`config.mk`:
```
export PLATFORM = sky130hd
export DESIGN_NAME = sbrb_ram
export DESIGN_NICKNAME = d
export VERILOG_FILES = /design/src/sv/spi_banked_register_and_buffer_slave_macros.svh /design/src/sv/sbrb_ram.sv
export SDC_FILE = /design/constraint.sdc
export NUM_CORES = 1
export LEC_CHECK = 0
export BUFFER_PORTS_ARGS = -buffer_cell sky130_fd_sc_hd__buf_2
export CAP_MARGIN = 20
export CORE_MARGIN = 1.5
export CORE_UTILIZATION = 40
export CTS_CLUSTER_DIAMETER = 200
export DETAILED_ROUTE_END_ITERATION = 8
export GPL_TIMING_DRIVEN = 0
export PLACE_DENSITY_LB_ADDON = 0.2
export SLEW_MARGIN = 25
export SYNTH_ARGS = -nofsm -noshare
export SYNTH_HDL_FRONTEND = slang
export SYNTH_SLANG_ARGS = --single-unit
```
`constraint.sdc`:
```
create_clock -name clk -period 4.26 [get_ports clk]
set_input_delay 0.213 -clock clk [delete_from_list [all_inputs] [get_ports clk]]
set_output_delay 0.213 -clock clk [all_outputs]
set_load 0.02 [all_outputs]
```
`src/sv/spi_banked_register_and_buffer_slave_macros.svh`:
```
// Assertion macros for the SPI banked register and buffer slave.
`ifndef SPI_BANKED_REGISTER_AND_BUFFER_SLAVE_MACROS_SVH
`define SPI_BANKED_REGISTER_AND_BUFFER_SLAVE_MACROS_SVH
`ifndef SYNTH
`define SBRB_ASSERT(lbl, prop, msg) \
  lbl: assert property (@(posedge clk) disable iff (!rst_n) prop) else $error(msg);
`define SBRB_NEVER(lbl, cond, msg) \
  lbl: assert property (@(posedge clk) disable iff (!rst_n) !(cond)) else $error(msg);
`else
`define SBRB_ASSERT(lbl, prop, msg)
`define SBRB_NEVER(lbl, cond, msg)
`endif
`endif

```
`src/sv/sbrb_ram.sv`:
```
// Generic simple dual-port RAM with registered read.
`default_nettype none
module sbrb_ram #(
  parameter int WIDTH = 8,
  parameter int DEPTH = 128
) (
  input  wire logic                     clk,
  input  wire logic                     wr_en,
  input  wire logic [$clog2(DEPTH)-1:0] wr_addr,
  input  wire logic [WIDTH-1:0]         wr_data,
  input  wire logic                     rd_en,
  input  wire logic [$clog2(DEPTH)-1:0] rd_addr,
  output logic      [WIDTH-1:0]         rd_data
);
  logic [WIDTH-1:0] mem [DEPTH];

  always_ff @(posedge clk) begin
    if (wr_en) begin
      mem[wr_addr] <= wr_data;
    end
    if (rd_en) begin
      rd_data <= mem[rd_addr];
    end
  end
endmodule
`default_nettype wire

```
After elaboration in Yosys (flattened, before gate mapping) --
Memories as Yosys holds them, arrays and structs flattened. A register that Yosys moved wholly into a read port is not among the register bits. Cells that the tools add are included.
Operators by class: mux-type cells 2
Operators by type and width (count):
- $mux 1 | 2
Storage, ports and cells: memories kept 1, output and inout port bits 8, logic and storage cells 3, register bits 0, input bits 25, memory bits (writable) 1024
Memories:
- mem | depth 128, bits a word 8, rd ports 1, clocked after Yosys merged registers in 1, write ports 1, line sbrb_ram.sv:15 | logic [WIDTH-1:0] mem [DEPTH];

Depth between registers and ports, before layout --
depth in word-level cells 2, depth in mapped cells 7, gate-level depth less buffers 4

Least setup slack after synthesis --
Ideal clock, no wire load.
kind input to register, start point input rd_addr[0], end point register rd_data[0], read port of mem, data pin, required time 4000 ps, arrival time 2597 ps, buffers on the path 2, setup slack 1404 ps, cell stages on the path 6, setup time 260 ps, cell sequence clkbuf_1 > buf_1 > mux4_2 > mux4_2 > mux4_2 > mux2_2
RTL lines:
- start, declared | line sbrb_ram.sv:12 | input wire logic [$clog2(DEPTH)-1:0] rd_addr,
- end, declared | line sbrb_ram.sv:13 | output logic [WIDTH-1:0] rd_data

==> impl_metrics.yaml <==
clock_network:
  cts.sinks: 1032
  clk_pin_slew_ns: 0.06
  clkLatencyLatePin_ns: 0.69
  cts_tree: "built"
  max-clock-path-buffers: 3
  cts_buffers: 104
  clock-root-buffer: "clkbuf_16"
  htree_levels: 3
floorplanning:
  row_count: 115
  die_area_mm2: 0.101
  pin_count: 33
  die_h_um: 318
  die_width_um: 318
  start_util: 0.404
  coreArea_mm2: 0.0984
layout:
  drive_gt1_frac: 0.322
  final_common_cell: "edfxtp_1"
  syn2layout_area_growth_pct: 14.7
  layout_common_cells: "1,032 x edfxtp_1, 336 x mux4_2, 122 x nor2_1, 106 x clkbuf_16, 44 x clkbuf_1"
  layout.nets: 1812
logic_synthesis:
  synth_area_mm2: 0.0397
  ys_seq_area_frac: 0.780
  syn_avg_cell_area_um2: 24.3
  synthXorXnorAreaFrac: 0
  synthAdderAreaFrac: 0
  synth_seq_cells: 1032
  synth_top_family_by_area: "multiplexers"
  netlist_instances: 1635
  synthMuxAreaShare: 0.193
  synth_compound_area_frac: 0
  synth_fp_nets: 1660
  synth_warnings: 0
  synthSimpleGateAreaFrac: 0.0175
  synth_cell_types: 16
flow_run:
  maxCapViolCount: 0
power_and_ir_drop:
  power_uw: 21800
  power_leakage_uw: 0.0139
  ir_drop_v: 0.000379
  powerDensity_mw_per_mm2: 479
timing:
  tightest_slew_ns: 1.06
  hold_ws_ns: 0.209
  fmax_ghz: 0.324
  setup_viol: 0
  rsz0062_at_grt: "no"
  fin_crit_ns: 3.09
  slew_violations: 0
  skew_ns: 0.0239
  final.period_utilization: 0.725
  tns_ns: 0
  hold_viol_final: 0
  relSlewSlack: 0.292
routing:
  vias_per_cell: 5.69
  dr.pass1.iters: 5
  wl_per_cell_um: 31.0
  drt_drc_violations_left: 0
  initialDrtViolationCount: 2281
  routed_wl_um: 98100
  ant_nets: 0
  vias: 18000
placement:
  portBuffers: 21
  gp_congestion: 0.836
  dpl.hpwl_um: 65100
critical_path:
  end_kind: "register"
  reg2reg_from: "mem[7][1]$_DFFE_PP_"
  critPathRequiredTime_ns: 4.66
  cp_data_arrival_time_ns: 3.49
  startpoint: "rd_addr[2]"
  setup.worst_path.end: "rd_data[0]$_DFFE_PP_"
  critPathLaunchType: "input port"
  r2r_setup_slack_ns: 1.63
  path_class: "in2reg"
  r2r-end: "rd_data[1]$_DFFE_PP_"
  cp_max_fo: 10
  r2r_cells: 4
global_route:
  grt-ovfl-total: 0
  antenna_found_initial: 7
  grt_pass1_wl_um: 139000
  first_global_vias: 18500
  grt_max_degree: 101
  track_usage: 0.196
worst_hold_path:
  hold_class: "in2reg"
  hold_start: "rd_addr[5]"
run_status:
  status: "finished, final reports clean"
per-stage QoR:
stage	std cells	instance area (um^2)	worst slack [ns]	util
2_1_floorplan	1635	39700	1.40	-
3_5_place_dp	2958	41900	0.536	0.426
3_3_place_gp	2943	41500	0.296	0.421
4_1_cts	3162	45600	1.25	0.463
5_1_grt	3165	45600	1.16	0.463
6_report	3165	45600	1.17	0.463
cell usage after synthesis:
master | instances | area, um^2
buf_2 | 15 | 75.1
mux4_2 | 336 | 7570
nand2b_1 | 2 | 12.5
nor3_1 | 9 | 45.0
buf_1 | 18 | 67.6
nand2_1 | 14 | 52.6
mux2_2 | 8 | 90.1
edfxtp_1 | 1032 | 31000
or3_1 | 1 | 6.26
buf_6 | 1 | 11.3
buf_4 | 11 | 82.6
nand3_1 | 12 | 60.1
nor2_1 | 122 | 458
clkbuf_1 | 44 | 165
nand4_1 | 3 | 18.8
nor2b_1 | 7 | 43.8
worst min path at each step:
| stage | depth (start not counted) | to |
|---|---|---|
| 3_3_place_gp | 1 | rd_data[5]$_DFFE_PP_ |
| 2_1_floorplan | 0 | mem[0][0]$_DFFE_PP_ |
| 6_report | 2 | rd_data[1]$_DFFE_PP_ |
| 4_1_cts | 2 | rd_data[2]$_DFFE_PP_ |
| 3_5_place_dp | 1 | mem[40][0]$_DFFE_PP_ |
| 5_1_grt | 2 | rd_data[2]$_DFFE_PP_ |
registers in the layout, summed over array words and instances, names as in the netlist:
name,flops
mem,1024
rd_data,8
layer usage:
layer  GRT usage  vias to the layer above  share of wire
met5           0                        -        0.00022
met4      0.0501                        4          0.023
met3      0.0412                      133          0.074
met2       0.311                      674           0.48
met1       0.277                     9825           0.42
li1            -                     7360              -
kinds of logic (layout without fill, tap and decap cells):
family | count (synthesis) | count (layout)
flip-flops | 1032 | 1032
AND/OR/NAND/NOR | 170 | 170
other | 0 | 2
buffers and inverters | 89 | 330
multiplexers | 344 | 344
final cells by class:
cell class,instances,area [um^2]
repair buffers,46,589
fillers,8140,52800
multi-input cells,514,8400
clock buffers,118,2700
well taps,1287,1610
diodes,2,5.00
flip-flops and latches,1032,31000
clock inverters,77,883
plain buffers,89,423
what timing repair did:
action | CTS | global route
hold buffers | 9 | 0
resized for setup | 0 | 0
setup buffers | 0 | 0
hold endpoints to repair | 327 | 0
critical path, stage by stage:
cell and delay, ns:
clkbuf_1 0.64, buf_1 0.77, mux4_2 0.44, mux4_2 0.50, mux4_2 0.56, mux2_2 0.35
power by group:
group          internal, uW  leakage, uW  switching (uW)
Clock                  5600      0.00175            3870
Combinational           442      0.00285             691
Sequential            11200      0.00928            14.7
(Power assumes the default switching activity.)
